<file path="src/frs_pkg.sv">
package frs_pkg;

  // input request packing
  localparam int VEC_W  = 48;
  localparam int IDX_W  = 14;
  localparam int IN_W   = 112;
  localparam int REFL_W = 16;

  // long division: 62-bit dividend, 31-bit divisor, 31 quotient bits
  localparam int DIV_STEPS = 31;
  localparam int DIV_NUM_W = 62;
  localparam int DIV_DEN_W = 31;

  // square root: one result bit per stage
  localparam int SQRT_STEPS = 16;

  localparam logic [33:0] DOT_LIM  = 34'd268435456;   // 1.0 in q4.28
  localparam logic [13:0] ONE_Q12  = 14'd4096;
  localparam logic [31:0] ONE_Q30  = 32'd1073741824;
  localparam logic [15:0] ONE_Q15  = 16'd32768;

  // per-hit sideband carried alongside the long arithmetic
  typedef struct packed {
    logic        tir;
    logic        zs;
    logic        zp;
    logic [15:0] ci;
    logic [13:0] ei;
    logic [13:0] et;
  } side_t;

  typedef struct packed {
    logic        tir;
    logic [15:0] refl;
  } res_t;

endpackage

</file>
<file path="src/frs_sqrt.sv">
module frs_sqrt
  import frs_pkg::*;
(
  input  logic                 clk,
  input  logic                 rst_n,
  input  logic                 en,
  input  logic                 vld_in,
  input  logic [DIV_DEN_W-1:0] quo,
  input  side_t                side_in,
  output logic                 vld_out,
  output logic [15:0]          ct,
  output side_t                side_out
);

  // prep stage forms cos_t^2, then one root bit per stage
  logic        vp_r;
  logic [31:0] vp_val_r;
  side_t       sdp_r;

  logic [31:0] v_in  [SQRT_STEPS];
  logic [31:0] r_in  [SQRT_STEPS];
  logic [31:0] bitv  [SQRT_STEPS];
  logic [31:0] t     [SQRT_STEPS];
  logic [31:0] v_nxt [SQRT_STEPS];
  logic [31:0] r_nxt [SQRT_STEPS];

  logic [31:0] v_r   [SQRT_STEPS];
  logic [31:0] r_r   [SQRT_STEPS];
  side_t       sd_r  [SQRT_STEPS];
  logic        vld_r [SQRT_STEPS];

  always_comb begin
    v_in[0] = vp_val_r;
    r_in[0] = '0;
    for (int i = 1; i < SQRT_STEPS; i++) begin
      v_in[i] = v_r[i-1];
      r_in[i] = r_r[i-1];
    end
    for (int i = 0; i < SQRT_STEPS; i++) begin
      bitv[i] = 32'd1 << (30 - 2 * i);
      t[i]    = r_in[i] + bitv[i];
      if (v_in[i] >= t[i]) begin
        v_nxt[i] = v_in[i] - t[i];
        r_nxt[i] = (r_in[i] >> 1) + bitv[i];
      end else begin
        v_nxt[i] = v_in[i];
        r_nxt[i] = r_in[i] >> 1;
      end
    end
  end

  always_ff @(posedge clk) begin
    if (!rst_n) begin
      vp_r <= 1'b0;
      for (int i = 0; i < SQRT_STEPS; i++) vld_r[i] <= 1'b0;
    end else if (en) begin
      vp_r     <= vld_in;
      vld_r[0] <= vp_r;
      for (int i = 1; i < SQRT_STEPS; i++) vld_r[i] <= vld_r[i-1];
    end
  end

  always_ff @(posedge clk) begin
    if (en) begin
      vp_val_r <= ONE_Q30 - {1'b0, quo};
      sdp_r    <= side_in;
      sd_r[0]  <= sdp_r;
      for (int i = 1; i < SQRT_STEPS; i++) sd_r[i] <= sd_r[i-1];
      for (int i = 0; i < SQRT_STEPS; i++) begin
        v_r[i] <= v_nxt[i];
        r_r[i] <= r_nxt[i];
      end
    end
  end

  assign vld_out  = vld_r[SQRT_STEPS-1];
  assign ct       = r_r[SQRT_STEPS-1][15:0];
  assign side_out = sd_r[SQRT_STEPS-1];

endmodule

</file>
<file path="config.mk">
export PLATFORM = sky130hd
export DESIGN_NAME = frs_sqrt
export DESIGN_NICKNAME = d
export VERILOG_FILES = /design/src/frs_pkg.sv /design/src/frs_sqrt.sv
export SDC_FILE = /design/constraint.sdc
export NUM_CORES = 1
export LEC_CHECK = 0
export BUFFER_PORTS_ARGS = -buffer_cell sky130_fd_sc_hd__buf_2
export CAP_MARGIN = 20
export CORE_MARGIN = 1.5
export CORE_UTILIZATION = 62
export CTS_CLUSTER_SIZE = 25
export DETAILED_ROUTE_END_ITERATION = 10
export PLACE_DENSITY_LB_ADDON = 0.25
export SLEW_MARGIN = 20
export SYNTH_ARGS = -nofsm -noshare
export SYNTH_HDL_FRONTEND = slang
export SYNTH_SLANG_ARGS = --single-unit
export TNS_END_PERCENT = 20
</file>
<file path="constraint.sdc">
create_clock -name clk -period 3.75 [get_ports clk]
set_clock_uncertainty 0.2 [all_clocks]
set_input_delay 0.75 -clock clk [delete_from_list [all_inputs] [get_ports clk]]
set_output_delay 0.75 -clock clk [all_outputs]
set_load 0.02 [all_outputs]
</file>
# Word level (Yosys, flattened, before mapping)
# Memories as Yosys holds them, arrays and structs flattened.
# Cells that the tools add are included.
[classes]
n_addsub = 47
n_mul = 0
div_mod_pow = 0
n_lt_le_gt_ge = 16
n_eq_ne = 0
shifts = 0
n_mux = 53
bitwise = 16
reduce_logical = 0
[ops]
columns = ["operator", "count"]
rows = [
  ["$mux 32", 31],
  ["$ge 32x32->1", 15],
  ["$sub 32x32->32", 15],
  ["$add 31x1->32 const B", 1],
  ["$add 31x11->32 const B", 1],
  ["$add 31x13->32 const B", 1],
  ["$add 31x15->32 const B", 1],
  ["$add 31x17->32 const B", 1],
  ["$add 31x19->32 const B", 1],
  ["$add 31x21->32 const B", 1],
  ["$add 31x23->32 const B", 1],
  ["$add 31x25->32 const B", 1],
  ["$add 31x27->32 const B", 1],
  ["$add 31x29->32 const B", 1],
  ["$add 31x3->32 const B", 1],
  ["$add 31x5->32 const B", 1],
  ["$add 31x7->32 const B", 1],
  ["$add 31x9->32 const B", 1],
  ["$add 32x1->32 const B", 1],
  ["$add 32x11->32 const B", 1],
  ["$add 32x13->32 const B", 1],
  ["$add 32x15->32 const B", 1],
  ["$add 32x17->32 const B", 1],
  ["$add 32x19->32 const B", 1],
  ["other kinds (15)", 50],
]
[totals]
regBits = 80
latch_bits = 0
ramBits = 1792
romBits = 0
out_inout_bits = 64
mem_count = 4
[memory_table]
columns = ["memory", "depth", "word_bits", "rd", "rd_clocked_by_memory_dff", "write_ports", "line", "text"]
rows = [
  ["sd_r", 16, 47, 16, 0, 16, "frs_sqrt.sv:29", "side_t sd_r [SQRT_STEPS];"],
  ["r_r", 16, 32, 16, 0, 16, "frs_sqrt.sv:28", "logic [31:0] r_r [SQRT_STEPS];"],
  ["v_r", 16, 32, 15, 0, 16, "frs_sqrt.sv:27", "logic [31:0] v_r [SQRT_STEPS];"],
  ["vld_r", 16, 1, 16, 0, 16, "frs_sqrt.sv:30", "logic vld_r [SQRT_STEPS];"],
]

# Longest topological paths before layout
# Gate-level depths: netlist of the first run.
[depth]
word_depth = 4
ltp_mapped = 12

# Worst setup path after synthesis of the first run
# OpenSTA, ideal clock, no wires.
[synth_timing]
kind = "input-to-reg"
from = "in quo[0]"
to = "reg vp_val_r[30] (data pin)"
t_arrival_ns = 2.471
required_time_ns = 3.283
path_slack_ns = 0.812
stages = 9
cell_sequence = "inv_1 ha_1 or4b_2 nor3_2 nand2_1 nor2_1 nand2_1 nor4_2 xor2_1"
[synth_via]
elab_chain_cells = 1
[synth_lines]
columns = ["element", "line", "text"]
rows = [
  ["from (decl)", "frs_sqrt.sv:8", "input logic [DIV_DEN_W-1:0] quo,"],
  ["$sub 31x31->32", "frs_sqrt.sv:65", "vp_val_r <= ONE_Q30 - {1'b0, quo};"],
  ["to (signal assigned)", "frs_sqrt.sv:65", ""],
  ["to (decl)", "frs_sqrt.sv:17", "logic [31:0] vp_val_r;"],
]
# No other way between the ends.
# A chain may end at the register's enable or synchronous reset.

==> flow_metrics.env, run 1 <==
export IMPL_outcome="complete, no violations"
export IMPL_fmax_mhz=283
export IMPL_grt_use_total=0.212
export IMPL_die_w_um=303
export IMPL_tightest_slew_ps=1020
export IMPL_hold_violations=0
export IMPL_drc_errors=0
export IMPL_utilization=0.710
export IMPL_period_needed_ps=3530
export IMPL_avgSynthCellArea_sq_um=17.2
export IMPL_setup_violations=0
export IMPL_dp_cells=4511
export IMPL_yosysMostFrequentCell="edfxtp_1"
export IMPL_antenna_found_initial=0
export IMPL_maxCapViolations=0
export IMPL_clk_pin_slew_ps=70
export IMPL_cp_slowest_cell="nor3_2"
export IMPL_power_leakage_nw=22.7
export IMPL_fillers=5318
export IMPL_synth_edff_count=1463
export IMPL_max_vdd_ir_drop_mv=0.372
export IMPL_cp_max_fo=21
export IMPL_relSlewSlack=0.313
export IMPL_clkLatencyLatePin_ps=750
export IMPL_rsz0062_at_grt="no"
export IMPL_required_ps=4040
export IMPL_cts_buffer_depth=3
export IMPL_synth_fp_nets=3473
export IMPL_muxShareOfSynthArea=0.00325
export IMPL_grt_pass1_vias=28400
export IMPL_worst_ep_arrival_time_ps=3820
export IMPL_ys_seq_area_frac=0.788
export IMPL_antenna_cells=0
export IMPL_fin_crit_sh=0.941
export IMPL_drive_gt1_frac=0.128
export IMPL_hold_class="input pin to flop"
export IMPL_cts_hold_buf=46
export IMPL_wl_per_cell_um=19.6
export IMPL_drt_wl_total_mm=94.4
export IMPL_vias_per_cell=5.70
export IMPL_yosys_area_share_simple=0.0718
export IMPL_core_area_sq_um=88800
export IMPL_drv_slew=0
export IMPL_num_io_pins=146
export IMPL_crit_family="simple AND/OR/NAND/NOR gates"
export IMPL_setup_tns_ps=0
export IMPL_synthTopCellsByArea="edfxtp_1 (79%), ha_1 (3.4%), xor2_1 (1.8%)"
export IMPL_cts_sinks=1464
export IMPL_ys_flop_type="edfxtp_1"
export IMPL_dieArea_sq_um=91700
export IMPL_final_instance_count_excl_fill=4812
export IMPL_crit_path_end_kind="flop"
export IMPL_cp_num_buf_inv=2
export IMPL_start_util=0.628
export IMPL_grt_first_pass_wirelength_mm=150
export IMPL_postCtsSetupBuffers=0
export IMPL_drt_iter0_drc=1850
export IMPL_area_delta_synth_final_pct=13.0
export IMPL_cp_cell_sequence="or4_4 -> or3_4 -> nor4_4 -> nand4b_2 -> nor3_2 -> inv_2 -> buf_4 -> nor2_2 -> a21oi_2"
export IMPL_nets=3769
export IMPL_dr_pass1_iters=5
export IMPL_synth_cell_types=87
export IMPL_num_vias=27400
export IMPL_critPathLaunchType="flop"
export IMPL_syn_cell_area_sq_um=55800
export IMPL_ys_ff_latch=1464
export IMPL_root_buffer="clkbuf_16"
export IMPL_grt_max_degree=132
export IMPL_gp_congestion=0.949
export IMPL_cts_buffers=142
export IMPL_hpwl_mm=56.9
export IMPL_synthTopCellsByCount="edfxtp_1 (1463), inv_1 (175), ha_1 (151), nand2_1 (143), nor2_1 (123)"
export IMPL_ctsResizeCount=0
export IMPL_yosys_area_share_adder=0.0339
export IMPL_ant_nets=0
export IMPL_p_total_mw=38.1
export IMPL_synth_top_family_by_area="simple AND/OR/NAND/NOR gates"
export IMPL_synth_top_area_share=0.788
export IMPL_syn_instance_count=3240
export IMPL_synth_xor_area_share=0.0350
export IMPL_cpPeakStageDelay_ps=830
export IMPL_crit_type="flop to flop"
export IMPL_ys_async_sr_fraction=0
export IMPL_port_buffers=145
export IMPL_row_count=109
export IMPL_yosysWarnings=0
export IMPL_synth_top_area_cell="edfxtp_1"
export IMPL_synth_compound_area_share=0.0457
export IMPL_htreeDepth=4
export IMPL_grt_overflow_total=0
export IMPL_pwr_density_cell_nw_per_um2=605
export IMPL_tritoncts="done"
export IMPL_die_h_um=303
-- final timing paths --
kind | from | to | slack (ps) | cells after the start
hold / removal | side_in[6] | sdp_r[6] | 70 | 1
hold reg to reg | sd_r[1][23] | sd_r[1][70] | 200 | 0
setup / recovery | v_r[1][118] | v_r[1][136] | 220 | 9
setup reg to reg | v_r[1][118] | v_r[1][136] | 220 | 9
-- kinds of logic after synthesis --
group           count (synthesis)
flops                        1464
simple gates                  721
compound gates                400
buf+inv                       264
xor+xnor                      223
fa+ha+maj                     151
mux                            17
-- sequential cells by signal, summed over array words and instances, names as in the netlist --
| signal | cells |
|---|---|
| r_r | 136 |
| sd_r | 752 |
| sdp_r | 47 |
| v_r | 480 |
| vld_r | 16 |
| vp_r | 1 |
| vp_val_r | 32 |
-- power breakdown --
| group | switching (mW) | total [mW] | internal, mW |
|---|---|---|---|
| clock | 6.05 | 14.2 | 8.19 |
| sequential | 0.806 | 20.5 | 19.7 |
| combinational | 1.98 | 3.35 | 1.37 |
| total | 8.84 | 38.1 | 29.3 |
-- per-layer routing --
metal | GRT usage | wire length, um
met1 | 0.243 | 36300
met2 | 0.394 | 51400
met3 | 0.0360 | 3580
met4 | 0.0855 | 3110
met5 | 0 | 0
-- cell type report --
cell class	instances	area (sq um)	area share
sequential	1464	44000	0.698
multi-input combinational	1512	10600	0.168
clock inverter	76	966	0.0153
inverter	178	668	0.0106
timing repair buffer	238	1690	0.0268
clock buffer	179	3690	0.0586
tap	1165	1460	0.0231
-- cells in the final DEF (no fill, tap or decap), types with 29 or more instances in the layout --
cell | synthesis | routed
o21a_1 | 29 | 29
dlygate4sd3_1 | 0 | 46
nand3_1 | 30 | 30
buf_4 | 51 | 36
buf_2 | 9 | 144
nor2_1 | 123 | 122
nand2_1 | 143 | 143
ha_1 | 151 | 151
nor3_1 | 71 | 71
or3_1 | 30 | 30
edfxtp_1 | 1463 | 1463
o21ai_0 | 102 | 102
inv_1 | 175 | 175
nand2b_1 | 35 | 35
clkbuf_16 | 0 | 142
nor4_1 | 81 | 81
a21oi_1 | 107 | 107
xnor2_1 | 109 | 109
xor2_1 | 114 | 114
clkbuf_1 | 19 | 37
-- through the flow --
stage	hold slack, ps	setup WS [ps]	instance area (sq um)
floorplan	200	812	55800
global placement	200	258	57900
detailed placement	205	243	57900
CTS	12.4	244	63000
global route	23.7	17.7	63000
finish	71.4	220	63000
Power figures use the tool's default switching activity.
==> run 2: changes to the inputs <==
CORE_ASPECT_RATIO = 1.5   (was not set)
CTS_CLUSTER_DIAMETER = 40   (was not set)
==> run 2 against run 1 <==
  * Routed wire length increased by 0.99%
  * Clock-buffer cell count is 49 lower
  * The run now ends with DRC left
  * Global-route usage grew 0.084 points
  * Critical path type unchanged
==> flow_metrics.env, run 2 (same netlist as run 1, synthesis figures left out) <==
export IMPL_outcome="finished with violations"
export IMPL_failed_checks="DRC"
export IMPL_critPathLaunchType="flop"
export IMPL_worst_hold_slack_ps=43.6
export IMPL_core_area_sq_um=89000
export IMPL_root_buffer="clkbuf_16"
export IMPL_htreeDepth=3
export IMPL_pwr_share_seq=0.545
export IMPL_fin_ws_ps=128
export IMPL_antenna_cells=0
export IMPL_ff_latch_area_sq_um=44000
export IMPL_worstReg2RegStart="v_r[1][17]"
export IMPL_layout_commonest_cell="edfxtp_1"
export IMPL_hpwl_mm=64.9
export IMPL_nets=3774
export IMPL_grt_use_total=0.213
export IMPL_clkLatencyLatePin_ps=750
export IMPL_grt_pass1_vias=28300
export IMPL_maxCapViolations=0
export IMPL_largest_reg_flops=752
export IMPL_multi_input_area_sq_um=10600
export IMPL_tightest_slew_ps=818
export IMPL_drive_gt1_frac=0.143
export IMPL_p_total_mw=37.8
export IMPL_tritoncts="done"
export IMPL_setup_tns_ps=0
export IMPL_drc_errors=8
export IMPL_top_regs="sd_r (752), v_r (480), r_r (136)"
export IMPL_rsz0062_at_grt="no"
export IMPL_hold_violations=0
export IMPL_min_delay_start="side_in[42]"
export IMPL_cts_buffer_depth=3
export IMPL_hold_class="input pin to flop"
export IMPL_power_switching_mw=9.41
export IMPL_pwr_share_comb=0.091
export IMPL_crit_path_end_kind="flop"
export IMPL_area_delta_synth_final_pct=13.4
export IMPL_port_buffers=145
export IMPL_p_clk_frac=0.364
export IMPL_antenna_found_initial=0
export IMPL_setup_violations=0
export IMPL_crit_type="flop to flop"
export IMPL_grt_first_pass_wirelength_mm=148
export IMPL_pre_cts_ws_ps=169
export IMPL_num_vias=27100
export IMPL_dr_pass1_iters=9
export IMPL_p_sw_frac=0.249
export IMPL_crit_start="v_r[1][17]"
export IMPL_num_io_pins=146
export IMPL_drv_slew=0
export IMPL_postCtsSetupBuffers=0
export IMPL_max_vdd_ir_drop_mv=0.496
export IMPL_drt_wl_total_mm=95.3
export IMPL_start_util=0.626
export IMPL_period_needed_ps=3620
export IMPL_internal_power_mw=28.3
export IMPL_gp_congestion=0.954
export IMPL_mostFrequentLayoutCells="edfxtp_1 (1463), inv_1 (175), ha_1 (151)"
export IMPL_wl_per_cell_um=19.8
export IMPL_grt_overflow_total=0
export IMPL_worst_ep_arrival_time_ps=3880
export IMPL_die_h_um=370
export IMPL_fillers=5437
export IMPL_grt_max_degree=122
export IMPL_row_count=134
export IMPL_required_ps=4010
export IMPL_clk_pin_slew_ps=80
export IMPL_cts_sinks=1464
export IMPL_relSlewSlack=0.454
export IMPL_dieArea_sq_um=91800
export IMPL_pwr_density_cell_nw_per_um2=597
export IMPL_vias_per_cell=5.64
export IMPL_fmax_mhz=276
export IMPL_die_w_um=248
export IMPL_cts_buffers=121
export IMPL_largest_register="sd_r"
export IMPL_cp_max_fo=9
export IMPL_ant_nets=0
export IMPL_ctsResizeCount=0
export IMPL_fin_crit_sh=0.966
export IMPL_drt_iter0_drc=1425
export IMPL_power_leakage_nw=22.8
export IMPL_dp_cells=4528
export IMPL_final_instance_count_excl_fill=4804
==> run 2: per-layer routing <==
| layer | up-vias | GRT usage | part of all wire |
|---|---|---|---|
| li1 | 13000 | - | - |
| met1 | 13200 | 0.200 | 0.33 |
| met2 | 621 | 0.419 | 0.58 |
| met3 | 277 | 0.0275 | 0.031 |
| met4 | 0 | 0.141 | 0.066 |
| met5 | - | 0 | 0 |
==> run 2: power groups by stage <==
stage	logic (mW)	clock network, mW	registers, mW
6_report	3.43	13.7	20.6
2_1_floorplan	2.30	0	20.5
3_5_place_dp	3.37	0	20.9
5_1_grt	3.80	14.7	20.7
3_3_place_gp	3.24	0	20.8
4_1_cts	3.43	14.1	20.6
==> run 2: repair_timing <==
| item | 4_1_cts | 5_1_grt |
|---|---|---|
| endpoints found under the hold margin | 46 | 0 |
| hold buffers | 46 | 0 |
| setup endpoints to repair | 0 | 0 |
==> run 2: cell type report <==
class,instances,share of cell area
flip-flops and latches,1464,0.695
well taps,1156,0.0229
multi-input cells,1512,0.167
inverters,178,0.0106
clock buffers,130,0.0499
repair buffers,264,0.0312
clock inverters,100,0.0226
==> run 2: per-stage QoR <==
stage,util,cell area (sq um)
finish,0.710,63200
detailed placement,0.653,58200
floorplan,-,55800
global route,0.710,63200
global placement,0.653,58200
CTS,0.710,63200
==> run 2: final timing paths <==
check	slack, ps	endpoint	cells after the start
setup / recovery	130	v_r[1][59]	9
hold / removal	40	sdp_r[42]	1
setup reg to reg	130	v_r[1][59]	9
hold reg to reg	210	sd_r[0][284]	0
==> run 2: worst max-delay path: stages (launching register included) <==
cell and delay, ps:
edfxtp_1 410, ha_1 410, or4b_1 450, nor4_1 580
a211oi_1 200, nor4b_2 220, buf_4 210, nor3_2 320
nand4b_1 170, xnor2_1 160
==> run 3: changes to the inputs <==
CORE_ASPECT_RATIO = 0.7   (was 1.5)
==> run 3 against run 2 <==
  * Clock power grew 4%
  * Critical endpoint is now v_r[1][114]
  * Clock-buffer cell count increased by 9
  * Non-clock buffer count down 15
  * Final area down 0.11%
  * The run now ends clean
  * Combinational power up 2%
  * Register-to-register slack got worse by 50 ps
  * Routed wire length is 4.4% higher
  * Worst setup slack lost 54 ps
==> flow_metrics.env, run 3 (same netlist as run 1, synthesis figures left out) <==
export IMPL_outcome="complete, no violations"
export IMPL_hold_class="input pin to flop"
export IMPL_grt_max_degree=137
export IMPL_hold_violations=0
export IMPL_mostFrequentLayoutCells="edfxtp_1 (1463), inv_1 (175), ha_1 (151)"
export IMPL_cts_buffer_depth=3
export IMPL_cp_common_cell="inv_1"
export IMPL_relSlewSlack=0.340
export IMPL_cp_max_fo=8
export IMPL_drt_iter0_drc=2732
export IMPL_worst_ep_arrival_time_ps=3940
export IMPL_r2r_setup_slack_ps=70
export IMPL_largest_reg_flops=752
export IMPL_drive_gt1_frac=0.140
export IMPL_tightest_slew_ps=983
export IMPL_antenna_found_initial=3
export IMPL_start_util=0.629
export IMPL_port_buffers=145
export IMPL_pwr_density_cell_nw_per_um2=605
export IMPL_power_leakage_nw=22.8
export IMPL_ant_nets=0
export IMPL_cp_num_buf_inv=2
export IMPL_tritoncts="done"
export IMPL_maxCapViolations=0
export IMPL_die_h_um=254
export IMPL_period_needed_ps=3680
export IMPL_setup_violations=0
export IMPL_crit_path_end_kind="flop"
export IMPL_cts_buffers=132
export IMPL_largest_register="sd_r"
export IMPL_critPathLaunchType="flop"
export IMPL_wl_per_cell_um=20.7
export IMPL_root_buffer="clkbuf_16"
export IMPL_min_path_cells=2
export IMPL_cp_slowest_cell="or4_1"
export IMPL_fin_crit_sh=0.980
export IMPL_num_io_pins=146
export IMPL_timing_rr_end="v_r[1][114]"
export IMPL_grt_pass1_vias=26900
export IMPL_row_count=91
export IMPL_gp_congestion=0.949
export IMPL_crit_family="simple AND/OR/NAND/NOR gates"
export IMPL_pre_cts_ws_ps=230
export IMPL_top_regs="sd_r (752), v_r (480), r_r (136)"
export IMPL_crit_type="flop to flop"
export IMPL_layout_commonest_cell="edfxtp_1"
export IMPL_min_delay_start="quo[14]"
export IMPL_required_ps=4010
export IMPL_clk_pin_slew_ps=90
export IMPL_dieArea_sq_um=91800
export IMPL_postCtsSetupBuffers=0
export IMPL_drt_wl_total_mm=99.5
export IMPL_worstReg2RegStart="r_r[1][84]"
export IMPL_cpPeakStageDelay_ps=720
export IMPL_area_delta_synth_final_pct=13.2
export IMPL_clkLatencyLatePin_ps=750
export IMPL_core_area_sq_um=88600
export IMPL_fin_ws_ps=73.7
export IMPL_drc_errors=0
export IMPL_worst_hold_slack_ps=108
export IMPL_vias_per_cell=5.78
export IMPL_cts_sinks=1464
export IMPL_hpwl_mm=63.4
export IMPL_fillers=5493
export IMPL_drv_slew=0
export IMPL_max_vdd_ir_drop_mv=0.570
export IMPL_htreeDepth=4
export IMPL_nets=3770
export IMPL_setup_tns_ps=0
export IMPL_cp_cell_sequence="inv_1 -> ha_1 -> nor4_2 -> nand4b_1 -> or4_1 -> nand2_1 -> inv_1 -> mux2_2"
export IMPL_rsz0062_at_grt="no"
export IMPL_fmax_mhz=272
export IMPL_num_vias=27700
export IMPL_die_w_um=361
export IMPL_grt_overflow_total=0
export IMPL_dr_pass1_iters=6
export IMPL_grt_use_total=0.220
export IMPL_reg2reg_depth=8
export IMPL_grt_first_pass_wirelength_mm=153
export IMPL_min_to="vp_val_r[14]"
## run 3: changes by cell type in the layout (fill, tap and decap cells not counted), moves of 3 or more
| cell | delta |
|---|---|
| clkinv_1 | +4 |
| inv_12 | -4 |
| inv_8 | +6 |
| clkinvlp_4 | +7 |
| clkinv_16 | -3 |
| clkbuf_16 | +11 |
| buf_4 | -15 |
| clkinv_8 | -13 |
## run 3: how the worst max path moves through the flow
stage	from	endpoint	slack, ps	cells past startpoint
after detailed placement	r_r[1][84]	v_r[1][114]	230	8
after global placement	r_r[1][83]	v_r[1][119]	270	10
final	r_r[1][84]	v_r[1][114]	70	8
after global routing	r_r[1][83]	v_r[1][119]	50	10
after floorplan	quo[0]	vp_val_r[30]	810	9
after CTS	r_r[1][84]	v_r[1][114]	190	8
## run 3: power by group
part	switching [mW]	internal, mW	leakage, nW	total, mW
registers	0.849	19.7	14.2	20.6
clock network	6.47	7.69	2.23	14.2
logic	2.09	1.40	6.31	3.49
## run 3: repair_timing
| item | 4_1_cts | 5_1_grt |
|---|---|---|
| setup endpoints to repair | 0 | 1 |
| hold endpoints to repair | 48 | 0 |
| gates resized for setup | 0 | 2 |
| hold buffers | 48 | 0 |
## run 3: cell type report
type | instances | area (sq um) | share of cell area
inverter | 178 | 668 | 0.0106
sequential | 1464 | 44000 | 0.696
multi-input combinational | 1512 | 10600 | 0.168
timing repair buffer | 249 | 1840 | 0.0292
antenna | 1 | 2.50 | 0.0000396
clock buffer | 139 | 3410 | 0.0541
clock inverter | 96 | 1210 | 0.0192
tap | 1162 | 1450 | 0.0230
## run 3: per-layer routing
layer / up-vias / global-route usage / routed length [um]
met5: - / 0 / 18
li1: 13000 / - / -
met2: 953 / 0.314 / 43100
met3: 173 / 0.0470 / 7230
met1: 13600 / 0.339 / 47000
met4: 2 / 0.0741 / 2210
## run 3: per-stage QoR
step	util	power (mW)	area, sq um	instances
after floorplan	-	22.8	55800	3240
after global placement	0.655	24.1	58000	4517
after detailed placement	0.655	24.2	58000	4517
after CTS	0.713	38.5	63100	4800
after global routing	0.713	39.6	63100	4800
final	0.713	38.2	63100	4801
